### config.mk
export PLATFORM = sky130hd
export DESIGN_NAME = abcc_blend
export DESIGN_NICKNAME = d
export VERILOG_FILES = /design/src/sv/abcc_pkg.sv /design/src/sv/abcc_blend.sv
export SDC_FILE = /design/constraint.sdc
export NUM_CORES = 1
export LEC_CHECK = 0
export BUFFER_PORTS_ARGS = -buffer_cell sky130_fd_sc_hd__buf_2
export CAP_MARGIN = 20
export CORE_ASPECT_RATIO = 0.7
export CORE_MARGIN = 4
export CORE_UTILIZATION = 48
export CTS_BUF_LIST = sky130_fd_sc_hd__clkbuf_4
export CTS_CLUSTER_DIAMETER = 60
export CTS_CLUSTER_SIZE = 24
export DETAILED_ROUTE_END_ITERATION = 16
export PLACE_DENSITY = 0.66
export SYNTH_ARGS = -nofsm -noshare
export SYNTH_HDL_FRONTEND = slang
export SYNTH_SLANG_ARGS = --single-unit
### constraint.sdc
create_clock -name clk -period 7.95 [get_ports clk]
set_clock_uncertainty 0.1 [all_clocks]
set_input_delay 1.1925 -clock clk [delete_from_list [all_inputs] [get_ports clk]]
set_output_delay 1.1925 -clock clk [all_outputs]
set_load 0.03 [all_outputs]
### src/sv/abcc_pkg.sv
// abcc_pkg: shared types, constants and the linearization table of the
// alpha blend contrast checker; no dependencies
`default_nettype none

package abcc_pkg;

  // fixed point fraction of linear light and luminance
  localparam int LumaFracBits = 16;
  localparam int LumaW = LumaFracBits + 1;
  localparam logic [LumaW-1:0] LumaOne = LumaW'(1) << LumaFracBits;

  // configuration register indexes
  localparam logic [1:0] RegWarnThreshold = 2'd0;
  localparam logic [1:0] RegDarkBackdrop  = 2'd1;
  localparam logic [1:0] RegLightBackdrop = 2'd2;

  // reset values of the configuration registers
  localparam logic [11:0] WarnThresholdReset = 12'd450;
  localparam logic [7:0]  DarkBackdropReset  = 8'd0;
  localparam logic [7:0]  LightBackdropReset = 8'd255;

  typedef struct packed {
    logic [7:0] surface_red;
    logic [7:0] surface_green;
    logic [7:0] surface_blue;
    logic [7:0] surface_alpha;
    logic [7:0] text_red;
    logic [7:0] text_green;
    logic [7:0] text_blue;
    logic [7:0] window_red;
    logic [7:0] window_green;
    logic [7:0] window_blue;
  } in_item_t;

  typedef struct packed {
    logic [11:0] opaque_contrast;
    logic [11:0] worst_contrast;
    logic        below_threshold;
    logic        window_matches;
  } out_item_t;

  typedef struct packed {
    logic [11:0] warn_threshold;
    logic [7:0]  dark_backdrop;
    logic [7:0]  light_backdrop;
  } cfg_t;

  typedef struct packed {
    logic [7:0] r;
    logic [7:0] g;
    logic [7:0] b;
  } rgb_t;

  // four colors to rate, plus the window compare
  typedef struct packed {
    rgb_t opaque;
    rgb_t text;
    rgb_t dark;
    rgb_t light;
    logic win_match;
  } colors_t;

  typedef struct packed {
    logic [LumaW-1:0] opaque;
    logic [LumaW-1:0] text;
    logic [LumaW-1:0] dark;
    logic [LumaW-1:0] light;
    logic             win_match;
  } lumas_t;

  typedef logic [LumaW-1:0] lin_tab_t [256];

  // one table entry, evaluated at elaboration only
  function automatic logic [LumaW-1:0] lin_entry(int v);
    real x;
    real y;
    if (v <= 10) begin
      return LumaW'((2 * v * 100 * (longint'(1) << LumaFracBits) + 329460) / 658920);
    end
    x = v / 255.0;
    y = ((x + 0.055) / 1.055) ** 2.4;
    return LumaW'($rtoi(y * (2.0 ** LumaFracBits) + 0.5));
  endfunction

  function automatic lin_tab_t build_lin_table();
    lin_tab_t t;
    for (int i = 0; i < 256; i++) begin
      t[i] = lin_entry(i);
    end
    return t;
  endfunction

  // srgb to linear light, 1.0 = 2^LumaFracBits
  localparam lin_tab_t LinTable = build_lin_table();

endpackage

`default_nettype wire

### src/sv/abcc_blend.sv
// abcc_blend: two stage compositing of the surface over both backdrops
// depends on abcc_pkg
`default_nettype none

module abcc_blend
  import abcc_pkg::*;
(
  input  wire logic     clk,
  input  wire logic     rst,
  input  wire cfg_t     cfg,
  input  wire logic     in_valid,
  output logic          in_ready,
  input  wire in_item_t in_item,
  output logic          out_valid,
  input  wire logic     out_ready,
  output colors_t       out_colors
);

  // stage a: blend sums before the divide by 255
  logic        va;
  logic        ena;
  logic        enb;
  rgb_t        surf_a;
  rgb_t        text_a;
  logic        match_a;
  logic [15:0] dsum [3];
  logic [15:0] lsum [3];
  logic [15:0] dsum_next [3];
  logic [15:0] lsum_next [3];

  function automatic logic [15:0] mix(logic [7:0] c, logic [7:0] a, logic [7:0] g);
    logic [15:0] p;
    logic [15:0] q;
    p = {8'd0, c} * {8'd0, a};
    q = {8'd0, g} * {8'd0, 8'd255 - a};
    return p + q + 16'd127;
  endfunction

  // exact x / 255 for the range of a blend sum
  function automatic logic [7:0] div255(logic [15:0] x);
    logic [16:0] t;
    t = {1'b0, x} + {9'd0, x[15:8]} + 17'd1;
    return t[15:8];
  endfunction

  assign enb = !out_valid || out_ready;
  assign ena = !va || enb;
  assign in_ready = ena;

  always_comb begin
    dsum_next[0] = mix(in_item.surface_red,   in_item.surface_alpha, cfg.dark_backdrop);
    dsum_next[1] = mix(in_item.surface_green, in_item.surface_alpha, cfg.dark_backdrop);
    dsum_next[2] = mix(in_item.surface_blue,  in_item.surface_alpha, cfg.dark_backdrop);
    lsum_next[0] = mix(in_item.surface_red,   in_item.surface_alpha, cfg.light_backdrop);
    lsum_next[1] = mix(in_item.surface_green, in_item.surface_alpha, cfg.light_backdrop);
    lsum_next[2] = mix(in_item.surface_blue,  in_item.surface_alpha, cfg.light_backdrop);
  end

  always_ff @(posedge clk) begin
    if (rst) begin
      va <= 1'b0;
    end else if (ena) begin
      va <= in_valid;
    end
  end

  always_ff @(posedge clk) begin
    if (ena) begin
      surf_a  <= '{in_item.surface_red, in_item.surface_green, in_item.surface_blue};
      text_a  <= '{in_item.text_red, in_item.text_green, in_item.text_blue};
      match_a <= (in_item.surface_red == in_item.window_red) &&
                 (in_item.surface_green == in_item.window_green) &&
                 (in_item.surface_blue == in_item.window_blue);
      dsum    <= dsum_next;
      lsum    <= lsum_next;
    end
  end

  // stage b: rounded composited channels
  always_ff @(posedge clk) begin
    if (rst) begin
      out_valid <= 1'b0;
    end else if (enb) begin
      out_valid <= va;
    end
  end

  always_ff @(posedge clk) begin
    if (enb) begin
      out_colors.opaque    <= surf_a;
      out_colors.text      <= text_a;
      out_colors.win_match <= match_a;
      out_colors.dark      <= '{div255(dsum[0]), div255(dsum[1]), div255(dsum[2])};
      out_colors.light     <= '{div255(lsum[0]), div255(lsum[1]), div255(lsum[2])};
    end
  end

endmodule

`default_nettype wire

==> results.py <==
metrics = {
    "logic_synthesis": {
        "synth.most_common_cell": "inv_1",
        "synth_area_mm2": 0.02477,
        "yosysTopAreaCellShare_pct": 29.33,
        "syn_avg_cell_area_um2": 10.41,
        "synthTopCellsByCount": "404 x inv_1, 382 x ha_1, 242 x edfxtp_1",
        "synth_edf_count": 242,
        "syn_inst": 2379,
        "ys.flop_type": "edfxtp_1",
        "synth_area_leaders": "edfxtp_1 29%, ha_1 19%, fa_1 15%, inv_1 6.1%, xnor2_1 4.6%",
        "seq_area_frac_synth_pct": 29.49,
        "netlist.top_cell.by_area": "edfxtp_1",
        "synth_nets": 3059,
        "yosysUniqueCellTypes": 66,
        "synth_seq_cells": 244,
        "async_flop_share_pct": 0,
        "yosys_warnings": 0,
    },
    "layout": {
        "fill_cells": 4519,
        "multi_input_area_mm2": 0.01579,
        "seqCellArea_mm2": 0.007307,
        "syn_to_final_growth_pct": 10.92,
        "layout-drive-gt1-share_pct": 12.41,
        "final_nets": 3318,
    },
    "clocking": {
        "postCtsSetupBuffers": 0,
        "cts_tree": "built",
        "clk-insertion-delay-late_ns": 0.77,
        "clkTransAtPathRegs_ns": 0.22,
        "cts_buffers": 20,
        "htreeDepth": 1,
        "clk_path_buf_depth": 3,
        "ctsRootBufferMaster": "clkbuf_4",
        "cts_hold_buf": 0,
        "cts.sinks": 244,
        "cts_resized": 0,
    },
    "die": {
        "die_w_um": 279.5,
        "initial_core_util_pct": 48.72,
        "pin_count": 211,
        "design.core.area_mm2": 0.05085,
        "rows": 69,
        "die-area_mm2": 0.05537,
        "fp.dieH_um": 198.1,
    },
    "timing": {
        "worst_slew_pin_slew_ns": 0.9890,
        "fmax_mhz": 140.6,
        "rsz0062_at_grt": "false",
        "period_minus_slack_ns": 7.114,
        "setup_tns_ns": 0,
        "finalHoldViolCount": 0,
        "slew_violations": 0,
        "finalSetupViolCount": 0,
        "relSlewSlack_pct": 34.07,
        "period_share_pct": 89.49,
    },
    "global_routing": {
        "antenna_found_initial": 2,
        "overflow": 0,
        "grtUsageTotal_pct": 20.69,
        "grt_first_pass_wirelength_um": 91700,
        "grt_max_degree": 70,
        "grt_pass1_vias": 17520,
    },
    "critical_path": {
        "end_kind": "flip-flop",
        "path_class": "in2reg",
        "path_delay_family": "adder cells",
        "crit_path_max_incr_delay_ns": 0.55,
        "required_ns": 8.33,
        "cpMostUsedCell": "fa_1",
        "crit_slowest_cell": "fa_1",
        "worst-path-max-fanout": 20,
        "arrival_ns": 7.49,
        "critPathLaunchType": "primary input",
        "path_buf_inv": 6,
    },
    "placed_design": {
        "port-buffer-count": 198,
        "dp_hpwl_um": 47100,
        "place.gp.congestion": 0.9335,
    },
    "route": {
        "drc_errors": 0,
        "vias": 17420,
        "wirelength_um": 57690,
        "drt-initial-drc-count": 1158,
        "wire_per_inst_um": 17.33,
        "routed_via_density": 5.235,
        "ant_nets": 0,
        "drtPass1Iterations": 6,
    },
    "flow_run": {
        "drv_cap": 0,
    },
    "worst_hold_path": {
        "hold_path.class": "reg2reg",
    },
    "run_status": {
        "outcome": "finished clean",
    },
}
-- sequential cells by signal (all words and copies together) (netlist names) --
signal / flops
dsum: 48
lsum: 48
match_a: 1
out_colors: 97
out_valid: 1
surf_a: 24
text_a: 24
va: 1
-- layout by cell type, fill, tap and decap left out, types with 67 or more instances in the layout --
cell type  instances
a21oi_1           85
and2_1           168
buf_2            198
buf_4             81
edfxtp_1         242
fa_1             186
ha_1             382
inv_1            403
nand2_1           95
nor2_1            74
nor2b_1          135
xnor2_1          129
xor2_1            67
-- worst paths after layout --
kind          startpoint             end  slack (ns)  cells after the start
max reg2reg     lsum[25]  out_colors[16]        5.36                      9
max          in_item[51]        dsum[31]        0.84                     26
min           surf_a[15]  out_colors[88]        0.32                      0
min reg2reg   surf_a[15]  out_colors[88]        0.32                      0
-- per-stage QoR --
stage               hold WS [ns]  worst slack (ns)  utilization [%]  instances  cell area, um^2
global route              0.3323            0.6470            54.04       3328            27480
detailed placement        0.3045            0.2067            53.30       3290            27100
finish                    0.3195            0.8356            54.04       3328            27480
CTS                       0.3224             1.039            54.03       3326            27480
global placement          0.3003            0.1960            53.30       3290            27100
floorplan                 0.3003            0.8671                -       2379            24770
-- per-layer routing --
layer | vias up | share of wire, % | GRT usage [%]
met1 | 8522 | 46 | 29.79
li1 | 8439 | - | -
met4 | 0 | 1.7 | 3.603
met5 | - | 0 | 0
met3 | 55 | 6.6 | 4.137
met2 | 406 | 46 | 33.09
-- final cells by class --
cell class / count / area share (%)
antenna: 2 / 0.01821
clock inverter: 16 / 0.8150
sequential: 244 / 26.59
inverter: 404 / 5.527
tap: 674 / 3.069
timing repair buffer: 281 / 5.965
multi-input combinational: 1687 / 57.47
clock buffer: 20 / 0.5464
-- worst register-to-register path, delay by kind of cell, from the launching register on --
kind | cells | cell delay, ns
AO/OA/AOI/OAI | 5 | 0.80
XOR/XNOR | 1 | 0.15
adder cells (fa/ha/maj) | 1 | 0.33
flip-flops | 1 | 0.54
AND/OR/NAND/NOR | 2 | 0.47
-- cell families after synthesis --
family	count (synthesis)	share of synthesized area [%]
buffers and inverters	448	6.788
AND/OR/NAND/NOR	598	13.26
adder cells (fa/ha/maj)	568	34.32
AO/OA/AOI/OAI	319	8.682
XOR/XNOR	201	7.409
multiplexers	1	0.04041
flip-flops	244	29.49
Power is left out: the tool's default activity adds up to more than one toggle a clock period on the data nets, which glitch-free logic cannot reach.
