**src/sv/abcc_pkg.sv**
```systemverilog
// abcc_pkg: shared types, constants and the linearization table of the
// alpha blend contrast checker; no dependencies
`default_nettype none

package abcc_pkg;

  // fixed point fraction of linear light and luminance
  localparam int LumaFracBits = 16;
  localparam int LumaW = LumaFracBits + 1;
  localparam logic [LumaW-1:0] LumaOne = LumaW'(1) << LumaFracBits;

  // configuration register indexes
  localparam logic [1:0] RegWarnThreshold = 2'd0;
  localparam logic [1:0] RegDarkBackdrop  = 2'd1;
  localparam logic [1:0] RegLightBackdrop = 2'd2;

  // reset values of the configuration registers
  localparam logic [11:0] WarnThresholdReset = 12'd450;
  localparam logic [7:0]  DarkBackdropReset  = 8'd0;
  localparam logic [7:0]  LightBackdropReset = 8'd255;

  typedef struct packed {
    logic [7:0] surface_red;
    logic [7:0] surface_green;
    logic [7:0] surface_blue;
    logic [7:0] surface_alpha;
    logic [7:0] text_red;
    logic [7:0] text_green;
    logic [7:0] text_blue;
    logic [7:0] window_red;
    logic [7:0] window_green;
    logic [7:0] window_blue;
  } in_item_t;

  typedef struct packed {
    logic [11:0] opaque_contrast;
    logic [11:0] worst_contrast;
    logic        below_threshold;
    logic        window_matches;
  } out_item_t;

  typedef struct packed {
    logic [11:0] warn_threshold;
    logic [7:0]  dark_backdrop;
    logic [7:0]  light_backdrop;
  } cfg_t;

  typedef struct packed {
    logic [7:0] r;
    logic [7:0] g;
    logic [7:0] b;
  } rgb_t;

  // four colors to rate, plus the window compare
  typedef struct packed {
    rgb_t opaque;
    rgb_t text;
    rgb_t dark;
    rgb_t light;
    logic win_match;
  } colors_t;

  typedef struct packed {
    logic [LumaW-1:0] opaque;
    logic [LumaW-1:0] text;
    logic [LumaW-1:0] dark;
    logic [LumaW-1:0] light;
    logic             win_match;
  } lumas_t;

  typedef logic [LumaW-1:0] lin_tab_t [256];

  // one table entry, evaluated at elaboration only
  function automatic logic [LumaW-1:0] lin_entry(int v);
    real x;
    real y;
    if (v <= 10) begin
      return LumaW'((2 * v * 100 * (longint'(1) << LumaFracBits) + 329460) / 658920);
    end
    x = v / 255.0;
    y = ((x + 0.055) / 1.055) ** 2.4;
    return LumaW'($rtoi(y * (2.0 ** LumaFracBits) + 0.5));
  endfunction

  function automatic lin_tab_t build_lin_table();
    lin_tab_t t;
    for (int i = 0; i < 256; i++) begin
      t[i] = lin_entry(i);
    end
    return t;
  endfunction

  // srgb to linear light, 1.0 = 2^LumaFracBits
  localparam lin_tab_t LinTable = build_lin_table();

endpackage

`default_nettype wire

```
**src/sv/abcc_ratio.sv**
```systemverilog
// abcc_ratio: contrast ratios through a pipelined restoring divider,
// worst case and threshold flag; depends on abcc_pkg
`default_nettype none

module abcc_ratio
  import abcc_pkg::*;
(
  input  wire logic   clk,
  input  wire logic   rst,
  input  wire cfg_t   cfg,
  input  wire logic   in_valid,
  output logic        in_ready,
  input  wire lumas_t in_lumas,
  output logic        out_valid,
  input  wire logic   out_ready,
  output out_item_t   out_item
);

  localparam int DenW = LumaW + 5;
  localparam int NumW = DenW + 7;
  localparam int QW = 12;
  localparam int DivStages = 4;
  localparam int BitsPerStage = QW / DivStages;

  // index 0 is the setup stage, 1..DivStages the divider stages
  logic              v   [DivStages+1];
  logic              en  [DivStages+1];
  logic [NumW-1:0]   rem [DivStages+1][3];
  logic [DenW-1:0]   den [DivStages+1][3];
  logic [QW-1:0]     quo [DivStages+1][3];
  logic              mt  [DivStages+1];
  logic              en_out;
  logic [LumaW-1:0]  ya [3];

  assign ya[0] = in_lumas.opaque;
  assign ya[1] = in_lumas.dark;
  assign ya[2] = in_lumas.light;

  // stall chain
  assign en_out = !out_valid || out_ready;
  always_comb begin
    en[DivStages] = !v[DivStages] || en_out;
    for (int k = DivStages - 1; k >= 0; k--) begin
      en[k] = !v[k] || en[k+1];
    end
  end
  assign in_ready = en[0];

  always_ff @(posedge clk) begin
    if (rst) begin
      for (int k = 0; k <= DivStages; k++) v[k] <= 1'b0;
      out_valid <= 1'b0;
    end else begin
      if (en[0]) v[0] <= in_valid;
      for (int k = 1; k <= DivStages; k++) begin
        if (en[k]) v[k] <= v[k-1];
      end
      if (en_out) out_valid <= v[DivStages];
    end
  end

  // setup: order the pair, numerator and denominator
  always_ff @(posedge clk) begin
    logic [LumaW-1:0] hi;
    logic [LumaW-1:0] lo;
    logic [DenW-1:0]  h20;
    if (en[0]) begin
      for (int i = 0; i < 3; i++) begin
        hi = (ya[i] > in_lumas.text) ? ya[i] : in_lumas.text;
        lo = (ya[i] > in_lumas.text) ? in_lumas.text : ya[i];
        h20 = DenW'(hi) * DenW'(20) + DenW'(LumaOne);
        rem[0][i] <= NumW'(h20) * NumW'(100);
        den[0][i] <= DenW'(lo) * DenW'(20) + DenW'(LumaOne);
        quo[0][i] <= '0;
      end
      mt[0] <= in_lumas.win_match;
    end
  end

  // divider stages, a few quotient bits each
  for (genvar k = 1; k <= DivStages; k++) begin : g_div
    always_ff @(posedge clk) begin
      logic [NumW+QW-1:0] r;
      logic [NumW+QW-1:0] d;
      logic [QW-1:0]      q;
      int                 b;
      if (en[k]) begin
        for (int i = 0; i < 3; i++) begin
          r = (NumW+QW)'(rem[k-1][i]);
          q = quo[k-1][i];
          for (int j = 0; j < BitsPerStage; j++) begin
            b = QW - 1 - (k - 1) * BitsPerStage - j;
            d = (NumW+QW)'(den[k-1][i]) << b;
            if (r >= d) begin
              r = r - d;
              q[b] = 1'b1;
            end
          end
          rem[k][i] <= r[NumW-1:0];
          quo[k][i] <= q;
        end
        den[k] <= den[k-1];
        mt[k] <= mt[k-1];
      end
    end
  end

  // output register: worst case and flag
  always_ff @(posedge clk) begin
    logic [QW-1:0] w;
    if (en_out) begin
      w = (quo[DivStages][1] < quo[DivStages][2]) ? quo[DivStages][1] : quo[DivStages][2];
      out_item.opaque_contrast <= quo[DivStages][0];
      out_item.worst_contrast  <= w;
      out_item.below_threshold <= w < cfg.warn_threshold;
      out_item.window_matches  <= mt[DivStages];
    end
  end

`ifndef SYNTHESIS
  // divide finished: remainders below their divisors
  a_rem_done: assert property (@(posedge clk) disable iff (rst)
    v[DivStages] |-> (rem[DivStages][0] < NumW'(den[DivStages][0])) &&
                     (rem[DivStages][1] < NumW'(den[DivStages][1])) &&
                     (rem[DivStages][2] < NumW'(den[DivStages][2])))
    else $error("divider remainder not reduced");

  // ordered pair gives a ratio of at least one
  a_ratio_min: assert property (@(posedge clk) disable iff (rst)
    v[DivStages] |-> (quo[DivStages][0] >= QW'(100)) && (quo[DivStages][1] >= QW'(100)) &&
                     (quo[DivStages][2] >= QW'(100)))
    else $error("contrast ratio below one");
`endif

endmodule

`default_nettype wire

```
**config.mk**
```make
export PLATFORM = sky130hd
export DESIGN_NAME = abcc_ratio
export DESIGN_NICKNAME = d
export VERILOG_FILES = /design/src/sv/abcc_pkg.sv /design/src/sv/abcc_ratio.sv
export SDC_FILE = /design/constraint.sdc
export NUM_CORES = 2
export LEC_CHECK = 0
export BUFFER_PORTS_ARGS = -buffer_cell sky130_fd_sc_hd__buf_2
export CORE_AREA = 2 2 389 391
export CTS_BUF_LIST = sky130_fd_sc_hd__clkbuf_8
export CTS_CLUSTER_SIZE = 24
export DETAILED_ROUTE_END_ITERATION = 10
export DIE_AREA = 0 0 391 393
export GPL_TIMING_DRIVEN = 0
export PLACE_DENSITY = 0.65
export SYNTH_ARGS = -nofsm -noshare
export SYNTH_HDL_FRONTEND = slang
export SYNTH_SLANG_ARGS = --single-unit
```
**constraint.sdc**
```tcl
create_clock -name clk -period 25.7 [get_ports clk]
set_clock_uncertainty 0.1 [all_clocks]
set_input_delay 0 -clock clk [delete_from_list [all_inputs] [get_ports clk]]
set_output_delay 0 -clock clk [all_outputs]
set_load 0.005 [all_outputs]
```
==> flow_summary.json <==
{
  "status": "finished clean",
  "yosysTopAreaCellShare_pct": 26.9,
  "grt_util_all_layers_pct": 24.4,
  "slowest_stage": "clkbuf_1",
  "muxShareOfSynthArea_pct": 6.38,
  "grt.overflow.total": 0,
  "synthXorXnorAreaFrac_pct": 8.04,
  "slew_headroom_pct": 19.5,
  "period_share_pct": 43.2,
  "yosysWarnings": 0,
  "cpPeakStageDelay_ps": 580,
  "start_kind": "flip-flop",
  "critPathRequiredTime_ps": 26160,
  "wl_per_cell_um": 18.3,
  "viasPerCell": 5.79,
  "fmax_mhz": 90.1,
  "synthToLayoutAreaGrowth_pct": 8.95,
  "clockRootBuffer": "clkbuf_8",
  "netlist_area_mm2": 0.0743,
  "synth-edff-count": 666,
  "fp-row-count": 142,
  "synth-compound-area-share_pct": 19.5,
  "htreeDepth": 3,
  "gp_routability_congestion": 0.945,
  "cap_violations": 0,
  "cts_resized": 0,
  "regToRegEndpoint": "rem[2][27]",
  "ios": 129,
  "finalSetupViolCount": 0,
  "timing.rr.start": "den[0][69]",
  "avgSynthCellArea_um2": 9.18,
  "grt_antenna_before_repair": 5,
  "startpoint": "den[0][69]",
  "start_util_pct": 49.8,
  "synth_top_family_by_area": "adder cells",
  "async_flop_share_pct": 0,
  "grt_max_degree": 102,
  "critPathKind": "reg -> reg",
  "crit_end": "rem[2][27]",
  "clock_sinks": 667,
  "drt.antenna.violating_nets": 0,
  "numCtsBuffers": 107,
  "worst_slew_pin_slew_ps": 1180,
  "crit_top_cell": "o21ai_0",
  "die_x_um": 391,
  "synthAdderAreaFrac_pct": 21.6,
  "totalWireLength_um": 192000,
  "hold_viol": 0,
  "reg2reg_depth": 40,
  "layout-drive-gt1-share_pct": 8.93,
  "synth_top_area_cell": "edfxtp_1",
  "dr.first_iter.drc_count": 4001,
  "grt_pass1_wl_um": 304000,
  "vias": 60745,
  "timing.reg2reg.setup_slack_ps": 14600,
  "drv_slew": 0,
  "ys_seq_area_share_pct": 27.0,
  "synthesis.nets": 9430,
  "hp-class": "in -> reg",
  "synth_seq_cells": 667,
  "synthSimpleGateAreaFrac_pct": 13.3,
  "rsz0062_at_grt": "false",
  "cts_buffer_depth": 3,
  "critPathArrivalTime_ps": 11560,
  "grt_pass1_vias": 58371,
  "worstPathMaxFanout": 10,
  "ys.flop_type": "edfxtp_1",
  "synth_cells": 8095,
  "clk_latency_ps": 820,
  "fin_setup_tns_ps": 0,
  "cp-end-kind": "flip-flop",
  "dr.pass1.iters": 8,
  "num-nets-final": 9796,
  "min_period_ps": 11100,
  "path_clk_slew_ps": 60,
  "io_buffers": 111,
  "dp_hpwl_um": 159000,
  "dieArea_mm2": 0.154,
  "core_area_mm2": 0.149,
  "drc": 0,
  "ys_types": 107,
  "cts_tree": "built",
  "synth.area.top_cells": "edfxtp_1, ha_1, mux2_2, xnor2_1, a21oi_1",
  "die_h_um": 393
}
## layout by cell type, fill, tap and decap left out, types with 44 or more instances in the layout
cell type / instances
nand4_1: 125
inv_1: 710
nor2_1: 458
a31oi_1: 67
nand2b_1: 107
nor3_1: 138
o21bai_1: 104
xnor2_1: 454
ha_1: 1150
o21ai_0: 517
nand2_1: 576
a211oi_1: 67
xor2_1: 228
fa_1: 84
dlygate4sd3_1: 137
o21a_1: 125
edfxtp_1: 666
mux2_2: 367
a21oi_1: 646
or3_1: 44
a21o_1: 342
and3_1: 71
clkbuf_1: 82
buf_2: 137
nand3_1: 153
nor2b_1: 124
o31ai_1: 48
clkbuf_8: 107
## state kept, by name (all words and copies together), names as in the netlist
signal     count
quo           90
out_valid      1
den          240
v              5
rem          300
mt             5
out_item      26
## area by class of cell
type | instances | area (um2)
tap | 1944 | 2430
antenna | 5 | 12.5
multi-input combinational | 6613 | 51200
timing repair buffer | 257 | 2170
inverter | 693 | 2610
clock inverter | 83 | 523
sequential | 667 | 20000
fill | 13538 | 68300
buffer | 122 | 520
clock buffer | 107 | 1470
## logic make-up after synthesis
| group | after synthesis |
|---|---|
| AOI/OAI and AO/OA | 2265 |
| and+or+nand+nor | 2010 |
| adders and majority gates | 1234 |
| buffers and inverters | 815 |
| xor gates and xnor gates | 682 |
| DFF | 667 |
| muxes | 422 |
## synthesized netlist by cell type, types with 125 or more instances
library cell and n:
edfxtp_1 666, o21ai_0 517, a21o_1 342, xor2_1 228, nand4_1 125, o21a_1 125, xnor2_1 454, nor3_1 138
a21oi_1 646, ha_1 1150, nor2_1 458, inv_1 687, mux2_2 367, nand2_1 578, nand3_1 155
## worst min-delay path by stage
stage / start / to / cells after the start / slack, ps
CTS: in_lumas[50] / den[0][19] / 5 / 2
detailed placement: in_lumas[0] / mt[0] / 1 / 80
finish: in_lumas[45] / den[0][57] / 5 / 110
global placement: in_lumas[0] / mt[0] / 1 / 80
global route: in_lumas[43] / den[0][57] / 5 / 100
floorplan: rst / out_valid / 1 / -30
## per-stage QoR
stage / util (%) / worst slack [ps] / instance area [um2] / std cells / hold WS (ps)
3_3_place_gp: 51.8 / 10300 / 77300 / 10150 / 81.2
3_5_place_dp: 52.0 / 14700 / 77500 / 10159 / 79.6
2_1_floorplan: - / 15110 / 74300 / 8095 / -27.6
5_1_grt: 54.2 / 13790 / 80900 / 10491 / 96.1
4_1_cts: 54.2 / 14700 / 80900 / 10486 / 2.19
6_report: 54.2 / 14600 / 80900 / 10491 / 110
## worst max-delay path, delay by kind of cell, from the launching register on
family                   cells  cell delay, ps
AO/OA/AOI/OAI               18            4450
adder cells (fa/ha/maj)      3            1020
buffers and inverters        7            2380
flip-flops                   1             450
multiplexers                 2             820
AND/OR/NAND/NOR             10            1610
## repair_timing
item / 4_1_cts / 5_1_grt
hold endpoints to repair: 102 / 0
endpoints found under the setup margin: 0 / 0
hold buffers: 137 / 0
setup buffers: 0 / 0
## metal layers
metal / part of all wire (%) / GRT usage (%) / vias up
li1: - / - / 30653
met5: 0 / 0 / -
met2: 45 / 39.7 / 1385
met3: 3.9 / 1.93 / 332
met1: 48 / 33.6 / 28375
met4: 3.8 / 9.81 / 0
Power is not shown: default switching activity piles up to over one toggle a cycle in this logic, so the estimate is an artifact.
